**src/rtl/cfs_pkg.sv**
```systemverilog
// cfs_pkg: shared constants and types of the command frame segmenter.
// Used by cfs_front, cfs_back and command_frame_segmenter; no dependencies.
`default_nettype none
package cfs_pkg;
	localparam int FRAME_BYTES_DEF = 8;
	localparam int MAX_FRAME       = 8;
	localparam int LEN_W           = 4;
	localparam int QUEUE_DEPTH     = 4;
	localparam int PTR_W           = $clog2(QUEUE_DEPTH);
	localparam int CNT_W           = $clog2(QUEUE_DEPTH + 1);
	localparam logic [7:0] TRAILER_BYTE = 8'h6B;

	// one classified item on its way from front to back
	typedef struct packed {
		logic [7:0] payload;
		logic [7:0] address;
		logic       first;
		logic       last;
	} cfs_item_t;

	typedef logic [MAX_FRAME-1:0][7:0] cfs_data_t;
endpackage
`default_nettype wire

```
**src/rtl/cfs_front.sv**
```systemverilog
// cfs_front: accepts payload items, marks the first byte of each command and
// queues them for the frame builder. Depends on cfs_pkg.
`default_nettype none
module cfs_front (
	input  wire logic             clk,
	input  wire logic             arst_n,
	input  wire logic             item_valid,
	output logic                  item_ready,
	input  wire logic [7:0]       payload_byte,
	input  wire logic [7:0]       motor_address,
	input  wire logic             last_byte,
	output logic                  q_valid,
	output cfs_pkg::cfs_item_t    q_item,
	input  wire logic             q_pop
);
	import cfs_pkg::*;

	cfs_item_t        mem_q [QUEUE_DEPTH];
	logic [PTR_W-1:0] wr_q;
	logic [PTR_W-1:0] rd_q;
	logic [CNT_W-1:0] cnt_q;
	logic             in_cmd_q;
	logic             push;

	assign item_ready = (cnt_q != CNT_W'(QUEUE_DEPTH));
	assign push       = item_valid && item_ready;
	assign q_valid    = (cnt_q != '0);
	assign q_item     = mem_q[rd_q];

	always_ff @(posedge clk or negedge arst_n) begin
		if (!arst_n) begin
			wr_q     <= '0;
			rd_q     <= '0;
			cnt_q    <= '0;
			in_cmd_q <= 1'b0;
		end else begin
			if (push) begin
				wr_q     <= wr_q + 1'b1;
				in_cmd_q <= !last_byte;
			end
			if (q_pop) begin
				rd_q <= rd_q + 1'b1;
			end
			if (push && !q_pop) begin
				cnt_q <= cnt_q + 1'b1;
			end else if (!push && q_pop) begin
				cnt_q <= cnt_q - 1'b1;
			end
		end
	end

	always_ff @(posedge clk) begin
		if (push) begin
			mem_q[wr_q] <= '{payload: payload_byte, address: motor_address,
				first: !in_cmd_q, last: last_byte};
		end
	end
endmodule
`default_nettype wire

```
**src/rtl/cfs_back.sv**
```systemverilog
// cfs_back: builds bus frames from queued items and holds them in the output
// register; emits a second trailer frame when the last byte fills a frame. Depends on cfs_pkg.
`default_nettype none
module cfs_back #(
	parameter int FRAME_BYTES = cfs_pkg::FRAME_BYTES_DEF
) (
	input  wire logic                    clk,
	input  wire logic                    arst_n,
	input  wire logic                    q_valid,
	input  wire cfs_pkg::cfs_item_t      q_item,
	output logic                         q_pop,
	output logic                         frame_valid,
	input  wire logic                    frame_ready,
	output logic [15:0]                  frame_id,
	output logic [cfs_pkg::LEN_W-1:0]    frame_len,
	output cfs_pkg::cfs_data_t           frame_data,
	output logic                         final_frame
);
	import cfs_pkg::*;

	logic [7:0]       store_q [FRAME_BYTES];
	logic [LEN_W-1:0] fill_q;
	logic [7:0]       pkt_q;
	logic [7:0]       code_q;
	logic [7:0]       addr_q;
	logic             pend_q;
	logic             frame_valid_q;
	logic [15:0]      frame_id_q;
	logic [LEN_W-1:0] frame_len_q;
	cfs_data_t        frame_data_q;
	logic             final_frame_q;

	logic [LEN_W-1:0] fill_eff;
	logic [LEN_W-1:0] fill_n;
	logic [7:0]       pkt_eff;
	logic [7:0]       code_eff;
	logic [7:0]       addr_eff;
	logic             full;
	logic             emits;
	logic             slot_free;
	logic             load_pend;
	logic             with_trailer;
	cfs_data_t        build_data;
	cfs_data_t        tail_data;
	logic [LEN_W-1:0] build_len;

	always_comb begin
		fill_eff     = q_item.first ? '0 : fill_q;
		pkt_eff      = q_item.first ? '0 : pkt_q;
		code_eff     = q_item.first ? q_item.payload : code_q;
		addr_eff     = q_item.first ? q_item.address : addr_q;
		fill_n       = fill_eff + 1'b1;
		full         = (fill_n == LEN_W'(FRAME_BYTES));
		emits        = q_item.last || full;
		with_trailer = q_item.last && !full;
		slot_free    = !frame_valid_q || frame_ready;
		load_pend    = pend_q && slot_free;
		// hold the queue while a trailer frame waits its turn
		q_pop        = q_valid && !pend_q && (slot_free || !emits);
		build_len    = with_trailer ? fill_n + 1'b1 : fill_n;
		build_data   = '0;
		for (int i = 0; i < FRAME_BYTES; i++) begin
			if (LEN_W'(i) < fill_eff) begin
				build_data[i] = store_q[i];
			end else if (LEN_W'(i) == fill_eff) begin
				build_data[i] = q_item.payload;
			end else if (LEN_W'(i) == fill_n && with_trailer) begin
				build_data[i] = TRAILER_BYTE;
			end
		end
		tail_data    = '0;
		tail_data[0] = code_q;
		tail_data[1] = TRAILER_BYTE;
	end

	always_ff @(posedge clk or negedge arst_n) begin
		if (!arst_n) begin
			fill_q        <= '0;
			pkt_q         <= '0;
			code_q        <= '0;
			addr_q        <= '0;
			pend_q        <= 1'b0;
			frame_valid_q <= 1'b0;
		end else begin
			if (load_pend || (q_pop && emits)) begin
				frame_valid_q <= 1'b1;
			end else if (frame_ready) begin
				frame_valid_q <= 1'b0;
			end
			if (load_pend) begin
				pend_q        <= 1'b0;
				pkt_q         <= '0;
			end else if (q_pop) begin
				code_q <= code_eff;
				addr_q <= addr_eff;
				if (!full) begin
					fill_q <= q_item.last ? '0 : fill_n;
					pkt_q  <= pkt_eff;
				end else begin
					// next frame opens with the function code
					fill_q <= q_item.last ? '0 : LEN_W'(1);
					pkt_q  <= pkt_eff + 1'b1;
					pend_q <= q_item.last;
				end
			end
		end
	end

	always_ff @(posedge clk) begin
		if (load_pend) begin
			frame_id_q    <= {addr_q, pkt_q};
			frame_len_q   <= LEN_W'(2);
			frame_data_q  <= tail_data;
			final_frame_q <= 1'b1;
		end else if (q_pop && emits) begin
			frame_id_q    <= {addr_eff, pkt_eff};
			frame_len_q   <= build_len;
			frame_data_q  <= build_data;
			final_frame_q <= with_trailer;
		end
		for (int i = 0; i < FRAME_BYTES; i++) begin
			if (q_pop && !load_pend && !q_item.last) begin
				if (!full && LEN_W'(i) == fill_eff) begin
					store_q[i] <= q_item.payload;
				end else if (full && i == 0) begin
					store_q[i] <= code_eff;
				end
			end
		end
	end

	assign frame_valid = frame_valid_q;
	assign frame_id    = frame_id_q;
	assign frame_len   = frame_len_q;
	assign frame_data  = frame_data_q;
	assign final_frame = final_frame_q;
endmodule
`default_nettype wire

```
**src/rtl/command_frame_segmenter.sv**
```systemverilog
// command_frame_segmenter: top level; cuts byte-serial commands into bus frames.
// Instantiates cfs_front and cfs_back; depends on cfs_pkg.
//
// Input channel (item_valid/item_ready): one payload byte per item with the
// motor address (sampled on the first byte of a command) and a last-byte mark.
// Output channel (frame_valid/frame_ready): bus frames, each with
// identifier {address, packet number}, length, eight data bytes (unused ones
// zero) and a final-frame mark. The trailer byte 0x6B follows the last byte.
// Throughput: one input item per cycle while the input queue has room. A command
// whose last byte fills a frame yields two frames.
// A byte that completes a frame is first written into the four-entry input
// queue; the frame builder then takes it and, once the output register is free,
// registers the frame there.
// The queue decouples the two sides: while the receiver stalls, input items
// keep arriving until the queue is full; bytes that do not finish a frame are
// absorbed by the builder even with a frame waiting, unless a trailer frame is pending.
// Reset clears the queue, the frame builder and the output valid flag; no
// command is in progress afterwards.
`default_nettype none
module command_frame_segmenter #(
	parameter int FRAME_BYTES = cfs_pkg::FRAME_BYTES_DEF
) (
	input  wire logic                  clk,
	input  wire logic                  arst_n,
	input  wire logic                  item_valid,
	output logic                       item_ready,
	input  wire logic [7:0]            payload_byte,
	input  wire logic [7:0]            motor_address,
	input  wire logic                  last_byte,
	output logic                       frame_valid,
	input  wire logic                  frame_ready,
	output logic [15:0]                frame_id,
	output logic [cfs_pkg::LEN_W-1:0]  frame_len,
	output logic [7:0]                 data_0,
	output logic [7:0]                 data_1,
	output logic [7:0]                 data_2,
	output logic [7:0]                 data_3,
	output logic [7:0]                 data_4,
	output logic [7:0]                 data_5,
	output logic [7:0]                 data_6,
	output logic [7:0]                 data_7,
	output logic                       final_frame
);
	import cfs_pkg::*;

	logic      q_valid;
	logic      q_pop;
	cfs_item_t q_item;
	cfs_data_t frame_data;

	cfs_front u_front (
		.clk           (clk),
		.arst_n        (arst_n),
		.item_valid    (item_valid),
		.item_ready    (item_ready),
		.payload_byte  (payload_byte),
		.motor_address (motor_address),
		.last_byte     (last_byte),
		.q_valid       (q_valid),
		.q_item        (q_item),
		.q_pop         (q_pop)
	);

	cfs_back #(
		.FRAME_BYTES (FRAME_BYTES)
	) u_back (
		.clk         (clk),
		.arst_n      (arst_n),
		.q_valid     (q_valid),
		.q_item      (q_item),
		.q_pop       (q_pop),
		.frame_valid (frame_valid),
		.frame_ready (frame_ready),
		.frame_id    (frame_id),
		.frame_len   (frame_len),
		.frame_data  (frame_data),
		.final_frame (final_frame)
	);

	assign data_0 = frame_data[0];
	assign data_1 = frame_data[1];
	assign data_2 = frame_data[2];
	assign data_3 = frame_data[3];
	assign data_4 = frame_data[4];
	assign data_5 = frame_data[5];
	assign data_6 = frame_data[6];
	assign data_7 = frame_data[7];

	a_pop_needs_item: assert property (@(posedge clk) disable iff (!arst_n)
		q_pop |-> q_valid)
		else $error("builder took an item from an empty queue");

	a_len_range: assert property (@(posedge clk) disable iff (!arst_n)
		frame_valid |-> (frame_len != '0 && frame_len <= LEN_W'(FRAME_BYTES)))
		else $error("frame length out of range");

	a_mid_frame_full: assert property (@(posedge clk) disable iff (!arst_n)
		(frame_valid && !final_frame) |-> (frame_len == LEN_W'(FRAME_BYTES)))
		else $error("non-final frame is not full");

	a_final_has_trailer: assert property (@(posedge clk) disable iff (!arst_n)
		(frame_valid && final_frame) |-> (frame_len >= LEN_W'(2)))
		else $error("final frame too short to carry the trailer");
endmodule
`default_nettype wire

```
**config.mk**
```make
export PLATFORM = sky130hd
export DESIGN_NAME = command_frame_segmenter
export DESIGN_NICKNAME = d
export VERILOG_FILES = /design/src/rtl/cfs_pkg.sv /design/src/rtl/cfs_front.sv /design/src/rtl/cfs_back.sv /design/src/rtl/command_frame_segmenter.sv
export SDC_FILE = /design/constraint.sdc
export NUM_CORES = 1
export LEC_CHECK = 0
export ABC_AREA = 1
export ABC_CLOCK_PERIOD_IN_PS = 11300
export BUFFER_PORTS_ARGS = -buffer_cell sky130_fd_sc_hd__buf_2
export CAP_MARGIN = 30
export CORE_MARGIN = 5
export CORE_UTILIZATION = 35
export DETAILED_ROUTE_END_ITERATION = 10
export SLEW_MARGIN = 5
export SYNTH_ARGS = -nofsm -noshare
export SYNTH_HDL_FRONTEND = slang
export SYNTH_SLANG_ARGS = --single-unit
```
**constraint.sdc**
```tcl
create_clock -name clk -period 11.3 [get_ports clk]
set_input_delay 1.13 -clock clk [delete_from_list [all_inputs] [get_ports clk]]
set_output_delay 1.13 -clock clk [all_outputs]
set_load 0.1 [all_outputs]
```
==> reports/qor.csv, run 1 <==
metric,value,unit
post-detail-place hpwl,18000,µm
TritonCTS clock tree,done,
worst min-delay path category,in -> async,
RSZ-0062 raised after global routing,no,
summed negative setup slack over all endpoints,0,ps
number of nets in the finished design,1255,
final hold vios,0,
via count of the first global-routing pass,7811,
count of final setup violators,0,
count of cell types in the netlist,40,
maximum number of pins on one net before global-route repair,54,
first-pass GRT wire length,43000,µm
final clock skew,9.72,ps
# rows,65,
utilization after layout,0.412,
crit path launch type,register,
kind of critical path,reg -> reg,
number of max-cap violations,0,
count of buffers inserted at the top-level ports,107,
Vias,7970,
"wirelength, routed",26900,µm
post-cts sizing count,0,
count of boundary I/O pins,108,
Total Routing Usage GR,0.151,
Hold Buf Count CTS,0,
number of antenna violations at the first check in global routing,3,
peak fanout along the critical path,53,
register bit total from synthesis,259,
Layout Cell Area excl Fill,0.0129,mm²
Final Cycle Share,0.413,
clock latency on the worst-skew pair,530,ps
antenna diode count,0,
number of slew-limit violations in the final report,0,
final routed DRC violation total,0,
Synth-to-Final Area Change,16.9,%
average wire length per cell after detail routing,16.3,µm
Max Root-Sink Buffers,3,
Avg Vias per Cell,4.85,
Initial Utilization,0.352,
die outline width,188,µm
area of the mapped netlist,0.0111,mm²
arrival time at the worst endpoint,5140,ps
post-synth net total,1146,
final critical path time including I/O delays and setup,4660,ps
endpoint required time on the critical path,11770,ps
"Clk pin slew, worst setup/hold paths",60,ps
Clock H-tree levels,1,
die boundary height,188,µm
clock sink count,259,
cell area reported after detailed placement,0.0120,mm²
slew at the pin closest to its max-slew limit,920,ps
headroom to the max-slew limit,0.387,
Post-Syn Instances,1113,
area of the die,0.0353,mm²
number of DRC violations after detailed-routing iteration 0,681,
overall overflow remaining after global route,0,
cts bufs inserted,27,
run status,"finished, final reports clean",
peak clock frequency supported by timing,214,MHz
"most common cell after layout, fill and taps aside",nand2_1,
mean cell area of the mapped netlist,9.94,µm²
buffer count from post-CTS setup fixing,0,
first-pass iteration count of the detailed router,5,
share of synthesized area occupied by flip-flops and latches,0.631,
count of nets left with antenna violations after detail routing,0,
"commonest non-fill, non-tap cells in the layout","298 x nand2_1, 160 x edfxtp_1, 110 x o21ai_0",
root buf cell,clkbuf_16,
number of warning messages in the yosys log,0,
Crit. End Element,register,
gp weighted congestion,0.853,
share of layout cells above drive strength 1,0.179,
core region area,0.0314,mm²
[logic make-up (layout without fill, tap and decap cells)]
kind of cell | count (synthesis) | after routing | share of synthesized area
AND/OR/NAND/NOR | 480 | 480 | 0.188
flip-flops | 259 | 259 | 0.631
AO/OA/AOI/OAI | 216 | 216 | 0.107
buffers and inverters | 138 | 267 | 0.0534
adder cells (fa/ha/maj) | 12 | 12 | 0.0143
XOR/XNOR | 8 | 8 | 0.00634
[worst max-delay path, cell delays in order, from the launching register on]
cell      delay [ps]
dfrtp_1          580
inv_2            420
nand3_2          150
nand2_4          280
nand2_2          170
inv_1            300
ha_1             350
inv_1            210
nor2_4           260
nand2_4          170
nand2_4          110
nand3_4          370
inv_2            850
o211ai_1         210
nand2_1          100
[registers in the layout, indices dropped and copies added (netlist names)]
| register | flops |
|---|---|
| u_back.pend_q | 1 |
| u_back.frame_valid | 1 |
| u_back.pkt_q | 8 |
| u_front.in_cmd_q | 1 |
| u_front.mem_q | 72 |
| u_back.addr_q | 8 |
| u_front.wr_q | 2 |
| u_front.rd_q | 2 |
| u_back.frame_data | 64 |
| u_back.frame_len | 4 |
| u_back.final_frame | 1 |
| u_front.cnt_q | 3 |
| u_back.frame_id | 16 |
| u_back.code_q | 8 |
| u_back.store_q | 64 |
| u_back.fill_q | 4 |
[cells in the mapped netlist (all sizes together)]
cell type / count / area [µm²]
a21boi: 1 / 7.51
dfxtp: 61 / 1220
clkbuf: 17 / 63.8
o22ai: 9 / 56.3
a31oi: 3 / 18.8
nand4: 4 / 40.0
o21ai: 129 / 672
edfxtp: 160 / 4800
nor2: 96 / 400
clkinv: 1 / 3.75
inv: 98 / 373
dfrtp: 38 / 951
a32oi: 6 / 52.6
xnor2: 3 / 26.3
o211ai: 6 / 45.0
a21oi: 54 / 274
buf: 22 / 150
xor2: 5 / 43.8
o21bai: 1 / 7.51
nor3: 1 / 5.00
nand2: 311 / 1250
ha: 11 / 138
or2: 16 / 100
o31ai: 7 / 52.6
fa: 1 / 20.0
nand3: 52 / 283
[metrics by stage]
step	hold slack, ps	setup slack [ps]	instances
3_3_place_gp	428	6810	1594
6_report	388	6640	1644
5_1_grt	362	6190	1644
4_1_cts	447	6560	1643
2_1_floorplan	453	7740	1113
3_5_place_dp	431	6620	1594
[layer usage]
layer / vias to the layer above / track usage / wire, µm
met5: - / 0 / 28
met4: 6 / 0.0344 / 480
met3: 45 / 0.0372 / 1760
met2: 196 / 0.248 / 12500
met1: 3761 / 0.202 / 12100
li1: 3962 / - / -
[path summary, 6_finish.rpt]
path                                       startpoint                     to  slack, ps  cells past startpoint
worst min register to register  u_back.frame_data[18]  u_back.frame_data[18]        440                      2
worst max-delay path                  u_front.rd_q[1]  u_back.frame_data[24]       6640                     14
worst min-delay path                           arst_n       u_back.addr_q[2]        390                      1
worst max register to register        u_front.rd_q[1]  u_back.frame_data[24]       6640                     14
min in group clk                u_back.frame_data[18]  u_back.frame_data[18]        440                      2
max in group asynchronous                      arst_n       u_back.code_q[4]      10510                      2
[cell type report]
class / instances / area [µm²]
flip-flops and latches: 259 / 6980
inverters: 99 / 377
fillers: 3052 / 18500
well taps: 402 / 503
clock inverters: 16 / 164
multi-input cells: 716 / 3490
clock buffers: 33 / 782
repair buffers: 119 / 638
Power of run 1 is not shown: default switching activity piles up to over one toggle a cycle in this logic, so the estimate is an artifact.
==> run 2: changes to the inputs <==
ABC_CLOCK_PERIOD_IN_PS = 4800   (was 11300)
clock period = 4.8 ns   (was 11.3 ns; I/O delays follow)
==> run 2 against run 1 <==
Die area unchanged. Maximum frequency increased by 9.7%. First-iteration DRC count increased by 6.6%. Non-clock buffer count increased by 7. Final cell count increased by 0.43%. Worst hold slack got worse by 220 ps. Sequential share of layout area decreased by 0.10 points. Register-to-register slack got worse by 6100 ps. Core utilization increased by 0.080 points. Highest routed layer unchanged. Critical path type unchanged. Critical path depth increased by 5.
==> reports/qor.csv, run 2 (synthesis results as in run 1) <==
metric,value,unit,change
peak clock frequency supported by timing,235,MHz,+9.7%
final hold vios,0,,unchanged
post-detail-place hpwl,18200,µm,+1.2%
die boundary height,188,µm,unchanged
# rows,65,,unchanged
crit path launch type,register,,
RSZ-0062 raised after global routing,no,,
worst min-delay path category,in -> reg,,
depth of the worst register-to-register path,19,,+5
Worst R2R Start,u_front.rd_q[0],,
antenna diode count,0,,unchanged
logic depth of the worst setup path including buffers,19,,+5
number of nets in the finished design,1262,,+0.56%
Total Routing Usage GR,0.150,,-0.000493
"non-filler cells, final",1651,,+0.43%
number of antenna violations at the first check in global routing,3,,unchanged
count of nets left with antenna violations after detail routing,0,,unchanged
gp weighted congestion,0.838,,-1.8%
Synth-to-Final Area Change,17.2,%,
endpoint of the lowest-slack register-to-register path,u_front.cnt_q[2],,
Final Cycle Share,0.886,,+0.473
top register by number of flip-flops,u_front.mem_q,,
final critical path time including I/O delays and setup,4250,ps,-411 ps
"most common cell after layout, fill and taps aside",nand2_1,,
biggest cell delay along the critical path,590,ps,-260 ps
Hold Crit Endpoint,u_front.mem_q[2][15],,
"critical path, cell by cell",inv_2 > nand2_1 > nand3_2 > nand2_4 > nand2_4 > inv_1 > ha_1 > inv_1 > nor2_4 > nand2_4 > nand2_4 > nand2_2 > nand2_4 > ha_1 > inv_1 > fa_1 > a21oi_1 > o21ai_0 > xor2_1,,
worst hold slack,171,ps,-217 ps
final clock skew,15.3,ps,+5.60 ps
number of max-cap violations,0,,unchanged
arrival time at the worst endpoint,4650,ps,-490 ps
peak fanout along the critical path,31,,-42%
first-pass GRT wire length,43200,µm,+0.53%
cell with the largest stage delay on the worst path,dfrtp_1,,
number of slew-limit violations in the final report,0,,unchanged
Clock H-tree levels,1,,unchanged
buffer count from post-CTS setup fixing,0,,unchanged
Bufs and invs on worst path,4,,unchanged
Initial Utilization,0.352,,unchanged
Avg Vias per Cell,4.88,,+0.56%
worst hold stages,1,,
clock latency on the worst-skew pair,530,ps,about the same
Largest register FFs,72,,unchanged
clock sink count,259,,unchanged
summed negative setup slack over all endpoints,0,ps,unchanged
endpoint required time on the critical path,5200,ps,-6570 ps
Worst R2R Setup Slack,550,ps,-6090 ps
TritonCTS clock tree,done,,
slew at the pin closest to its max-slew limit,941,ps,+21.3 ps
Max Root-Sink Buffers,3,,unchanged
core region area,0.0314,mm²,unchanged
via count of the first global-routing pass,7799,,-0.15%
number of DRC violations after detailed-routing iteration 0,726,,+6.6%
average wire length per cell after detail routing,16.5,µm,+0.77%
Fillers,3093,,+1.3%
instance count after placement with tap cells included,1600,,+0.38%
first-pass iteration count of the detailed router,5,,unchanged
share of layout cells above drive strength 1,0.183,,+0.00380
final routed DRC violation total,0,,unchanged
kind of critical path,reg -> reg,,
root buf cell,clkbuf_16,,
"wirelength, routed",27200,µm,+1.2%
count of boundary I/O pins,108,,unchanged
"Clk pin slew, worst setup/hold paths",60,ps,about the same
Crit. End Element,register,,
overall overflow remaining after global route,0,,unchanged
area of the die,0.0353,mm²,unchanged
"commonest non-fill, non-tap cells in the layout","298 x nand2_1, 160 x edfxtp_1, 110 x o21ai_0",,
Hold Startpoint,payload_byte[5],,
count of buffers inserted at the top-level ports,107,,unchanged
cts bufs inserted,27,,unchanged
maximum number of pins on one net before global-route repair,54,,unchanged
run status,"finished, final reports clean",,
die outline width,188,µm,unchanged
headroom to the max-slew limit,0.373,,-0.0142
Vias,8049,,+0.99%
utilization after layout,0.413,,+0.000797
count of final setup violators,0,,unchanged
"Top cell by count, worst path",nand2_4,,
Top delay family on crit path,simple AND/OR/NAND/NOR gates,,
[run 2: repair_timing]
| item | 4_1_cts | 5_1_grt |
|---|---|---|
| hold endpoints to repair | 0 | 38 |
| hold buffers | 0 | 1 |
| resized for setup | 0 | 0 |
| endpoints found under the setup margin | 0 | 0 |
[run 2: worst max path at each step]
stage	start	endpoint	slack, ps
after floorplan	u_front.rd_q[0]	u_front.cnt_q[2]	1240
after global placement	u_front.rd_q[0]	u_front.cnt_q[2]	770
after detailed placement	u_front.rd_q[0]	u_back.frame_data[35]	580
after CTS	u_front.rd_q[0]	u_back.frame_data[35]	540
after global routing	u_front.rd_q[0]	u_back.frame_data[24]	120
final	u_front.rd_q[0]	u_front.cnt_q[2]	550
[run 2: layer usage]
metal | track usage | up-vias | part of all wire
met5 | 0 | - | 0.0013
met4 | 0.0404 | 6 | 0.019
met3 | 0.0344 | 44 | 0.067
met2 | 0.241 | 197 | 0.46
met1 | 0.206 | 3835 | 0.45
li1 | - | 3967 | -
[run 2: final cells by class]
type	count	area (µm²)	area share
clock inverters	15	141	0.0109
flip-flops and latches	259	6980	0.538
clock buffers	34	774	0.0598
inverters	99	377	0.0291
multi-input cells	716	3490	0.270
well taps	402	503	0.0388
repair buffers	126	693	0.0535
[run 2: metrics by stage]
stage               setup slack, ps  area [µm²]
floorplan                      1240       11100
global placement                771       12000
detailed placement              583       12000
CTS                             545       12900
global route                    120       13000
finish                          547       13000
[run 2: worst reg2reg max path: stages, from the launching register on]
cell     delay (ps)
dfrtp_1         590
inv_2           200
nand2_1         120
nand3_2          80
nand2_4         270
nand2_4         150
inv_1           140
ha_1            300
inv_1           230
nor2_4          270
nand2_4         180
nand2_4         120
nand2_2          70
nand2_4         270
ha_1            220
inv_1            80
fa_1            450
a21oi_1         140
o21ai_0         110
xor2_1          150
Power of run 2 is left out for the same reason.
==> run 3: changes to the inputs <==
ABC_CLOCK_PERIOD_IN_PS = 5100   (was 4800)
CORE_UTILIZATION = 51   (was 35)
PLACE_DENSITY = 0.7   (was unset)
SYNTH_HIERARCHICAL = 1   (was unset)
clock period = 5.1 ns   (was 4.8 ns; I/O delays follow)
==> run 3 against run 2 <==
First-iteration DRC count decreased by 3.3%. Register-to-register slack improved by 600 ps. Sequential share of layout area shrank 0.47 points. Critical path depth up 4. Cell area rose by 0.90%. Worst hold slack gained 22 ps. Largest cell class unchanged. Clock skew down 5.4 ps. Global-route usage increased by 5.7 points. Final cell count is 2.8% lower. Core utilization rose by 18 points. Maximum frequency grew 7.7%.
==> reports/qor.csv, run 3 <==
metric,value,unit,change
"commonest non-fill, non-tap cells in the layout","369 x nand2_1, 160 x edfxtp_1, 122 x inv_1",,
Crit. End Element,register,,
cell types occupying the most area after synthesis,"edfxtp_1 42%, nand2_1 12%, dfxtp_1 11%, dfrtp_1 8.4%, o21ai_0 4.5%",,
number of antenna violations at the first check in global routing,0,,-3
share of synthesized area occupied by flip-flops and latches,0.614,,-0.0171
count of boundary I/O pins,108,,unchanged
maximum number of pins on one net before global-route repair,54,,unchanged
most instantiated flip-flop cell in the synthesis netlist,edfxtp_1,,
number of max-cap violations,0,,unchanged
headroom to the max-slew limit,0.460,,+0.0878
summed negative setup slack over all endpoints,0,ps,unchanged
# rows,54,,-17%
worst hold slack,194,ps,+22.3 ps
cell with the largest stage delay on the worst path,ha_1,,
final hold vios,0,,unchanged
top-area cell type share of the netlist area,0.423,,-0.0118
first-pass iteration count of the detailed router,7,,+2
number of slew-limit violations in the final report,0,,unchanged
cts bufs inserted,28,,+3.7%
Synth async-reset ratio,0.147,,unchanged
Synth-to-Final Area Change,15.0,%,
peak fanout along the critical path,19,,-39%
Largest register FFs,72,,unchanged
worst hold stages,1,,unchanged
"most common cell after layout, fill and taps aside",nand2_1,,
depth of the worst register-to-register path,23,,+4
Post-Syn Instances,1193,,+7.2%
number of warning messages in the yosys log,6,,+6
number of DRC violations after detailed-routing iteration 0,702,,-3.3%
clock sink count,259,,unchanged
clock latency on the worst-skew pair,530,ps,about the same
share of layout cells above drive strength 1,0.156,,-0.0270
Avg Vias per Cell,5.34,,+9.5%
antenna diode count,0,,unchanged
RSZ-0062 raised after global routing,no,,
count of buffers inserted at the top-level ports,107,,unchanged
Worst R2R Setup Slack,1150,ps,+600 ps
arrival time at the worst endpoint,4360,ps,-290 ps
"non-filler cells, final",1604,,-2.8%
first-pass GRT wire length,43100,µm,-0.25%
count of cell types in the netlist,39,,-2.5%
endpoint of the lowest-slack register-to-register path,u_front/cnt_q[2],,
crit path launch type,register,,
Initial Utilization,0.519,,+0.167
cell area reported after detailed placement,0.0121,mm²,+0.53%
biggest cell delay along the critical path,440,ps,-150 ps
top register by number of flip-flops,u_front/mem_q,,
peak clock frequency supported by timing,253,MHz,+7.7%
overall overflow remaining after global route,0,,unchanged
via count of the first global-routing pass,8103,,+3.9%
count of final setup violators,0,,unchanged
kind of critical path,reg -> reg,,
Max Root-Sink Buffers,3,,unchanged
count of nets left with antenna violations after detail routing,0,,unchanged
commonest cells in the synthesized netlist,"369 x nand2_1, 160 x edfxtp_1, 122 x inv_1, 103 x o21ai_0, 91 x nor2_1",,
average wire length per cell after detail routing,16.9,µm,+2.7%
area of the mapped netlist,0.0114,mm²,+2.8%
core region area,0.0219,mm²,-30%
post-synth net total,1227,,+7.1%
Clock H-tree levels,1,,unchanged
Vias,8563,,+6.4%
Post-synth EDFFs,160,,unchanged
post-detail-place hpwl,18200,µm,+0.25%
Worst R2R Start,u_front/rd_q[1],,
TritonCTS clock tree,done,,
Hold Startpoint,motor_address[4],,
Final Cycle Share,0.774,,-0.112
final routed DRC violation total,0,,unchanged
Layout Cell Area excl Fill,0.0131,mm²,+0.90%
"Clk pin slew, worst setup/hold paths",60,ps,about the same
"critical path, cell by cell",buf_4 > inv_4 > o211ai_1 > nand2_1 > nor2_1 > ha_1 > inv_1 > nand3_1 > nand2_1 > nor2_2 > nand2_4 > nand2_2 > nand2_1 > nand2_2 > inv_2 > inv_1 > ha_1 > inv_1 > fa_1 > nand2_1 > nand3_1 > nand2_1 > nand2_1,,
final clock skew,9.90,ps,-5.42 ps
most numerous cell in the Yosys netlist,nand2_1,,
endpoint required time on the critical path,5510,ps,+310 ps
Total Routing Usage GR,0.207,,+0.0568
number of nets in the finished design,1337,,+5.9%
root buf cell,clkbuf_16,,
Hold Crit Endpoint,u_front/mem_q[2][6],,
die boundary height,159,µm,-15%
worst min-delay path category,in -> reg,,
register bit total from synthesis,259,,unchanged
final critical path time including I/O delays and setup,3950,ps,-304 ps
gp weighted congestion,0.942,,+12%
slew at the pin closest to its max-slew limit,807,ps,-134 ps
area of the die,0.0254,mm²,-28%
mean cell area of the mapped netlist,9.53,µm²,-4.1%
die outline width,159,µm,-15%
"wirelength, routed",27100,µm,-0.21%
Synth area leader,edfxtp_1,,
run status,"finished, final reports clean",,
instance count after placement with tap cells included,1550,,-3.1%
"Top cell by count, worst path",nand2_1,,
==> run 3: cell types whose count changed after synthesis, sizes merged, moves of 3 or more <==
cell	change
a21oi	-31
o31ai	-7
buf	+8
a32oi	-6
nand4	+4
nand2	+69
a31oi	+5
o21bai	+4
o211ai	+31
clkbuf	-3
inv	+31
o21ai	-24
==> run 3: logic make-up (layout without fill, tap and decap cells) <==
kind of cell / count (synthesis) / count (layout) / share of synthesized area
compound gates: 188 / 188 / 0.0942
xor+xnor: 7 / 7 / 0.00539
fa+ha+maj: 13 / 13 / 0.0150
buf+inv: 174 / 305 / 0.0687
flops: 259 / 259 / 0.614
simple gates: 552 / 552 / 0.203
==> run 3: stage by stage <==
stage               worst slack (ps)   util
floorplan                       1720      -
global placement                1420  0.552
detailed placement              1240  0.552
CTS                             1190  0.596
global route                     832  0.597
finish                          1150  0.597
==> run 3: how the worst max path moves through the flow <==
| stage | cells after the start | startpoint | end | slack (ps) |
|---|---|---|---|---|
| 2_1_floorplan | 25 | u_front/rd_q[0] | u_front/cnt_q[2] | 1720 |
| 3_3_place_gp | 23 | u_front/rd_q[1] | u_front/cnt_q[2] | 1420 |
| 3_5_place_dp | 23 | u_front/rd_q[1] | u_front/cnt_q[2] | 1240 |
| 4_1_cts | 23 | u_front/rd_q[1] | u_front/cnt_q[2] | 1190 |
| 5_1_grt | 23 | u_front/rd_q[1] | u_front/cnt_q[2] | 830 |
| 6_report | 23 | u_front/rd_q[1] | u_front/cnt_q[2] | 1150 |
==> run 3: critical path, delay by kind of cell, from the launching register on <==
family	cells	cell delay (ps)
simple gates	13	1610
fa+ha+maj	3	980
buf+inv	6	790
flops	1	340
compound gates	1	120
==> run 3: area by class of cell <==
| class | count | area, µm² |
|---|---|---|
| Inverter | 130 | 495 |
| Fill cell | 1873 | 8820 |
| Clock buffer | 45 | 857 |
| Sequential cell | 259 | 6980 |
| Multi-Input combinational cell | 760 | 3610 |
| Tap cell | 280 | 350 |
| Clock inverter | 6 | 104 |
| Timing Repair Buffer | 124 | 678 |
==> run 3: timing repair <==
action	CTS	global route
hold buffers	0	1
hold endpoints to repair	0	2
buffers inserted	0	0
gates resized for setup	0	0
==> run 3: routing by layer <==
| layer | GRT usage | part of all wire | vias to the layer above |
|---|---|---|---|
| met5 | 0 | 0 | - |
| met4 | 0.0481 | 0.019 | 0 |
| met3 | 0.0406 | 0.088 | 50 |
| met1 | 0.281 | 0.42 | 4001 |
| li1 | - | - | 4150 |
| met2 | 0.346 | 0.48 | 362 |
Power of run 3 is left out for the same reason.
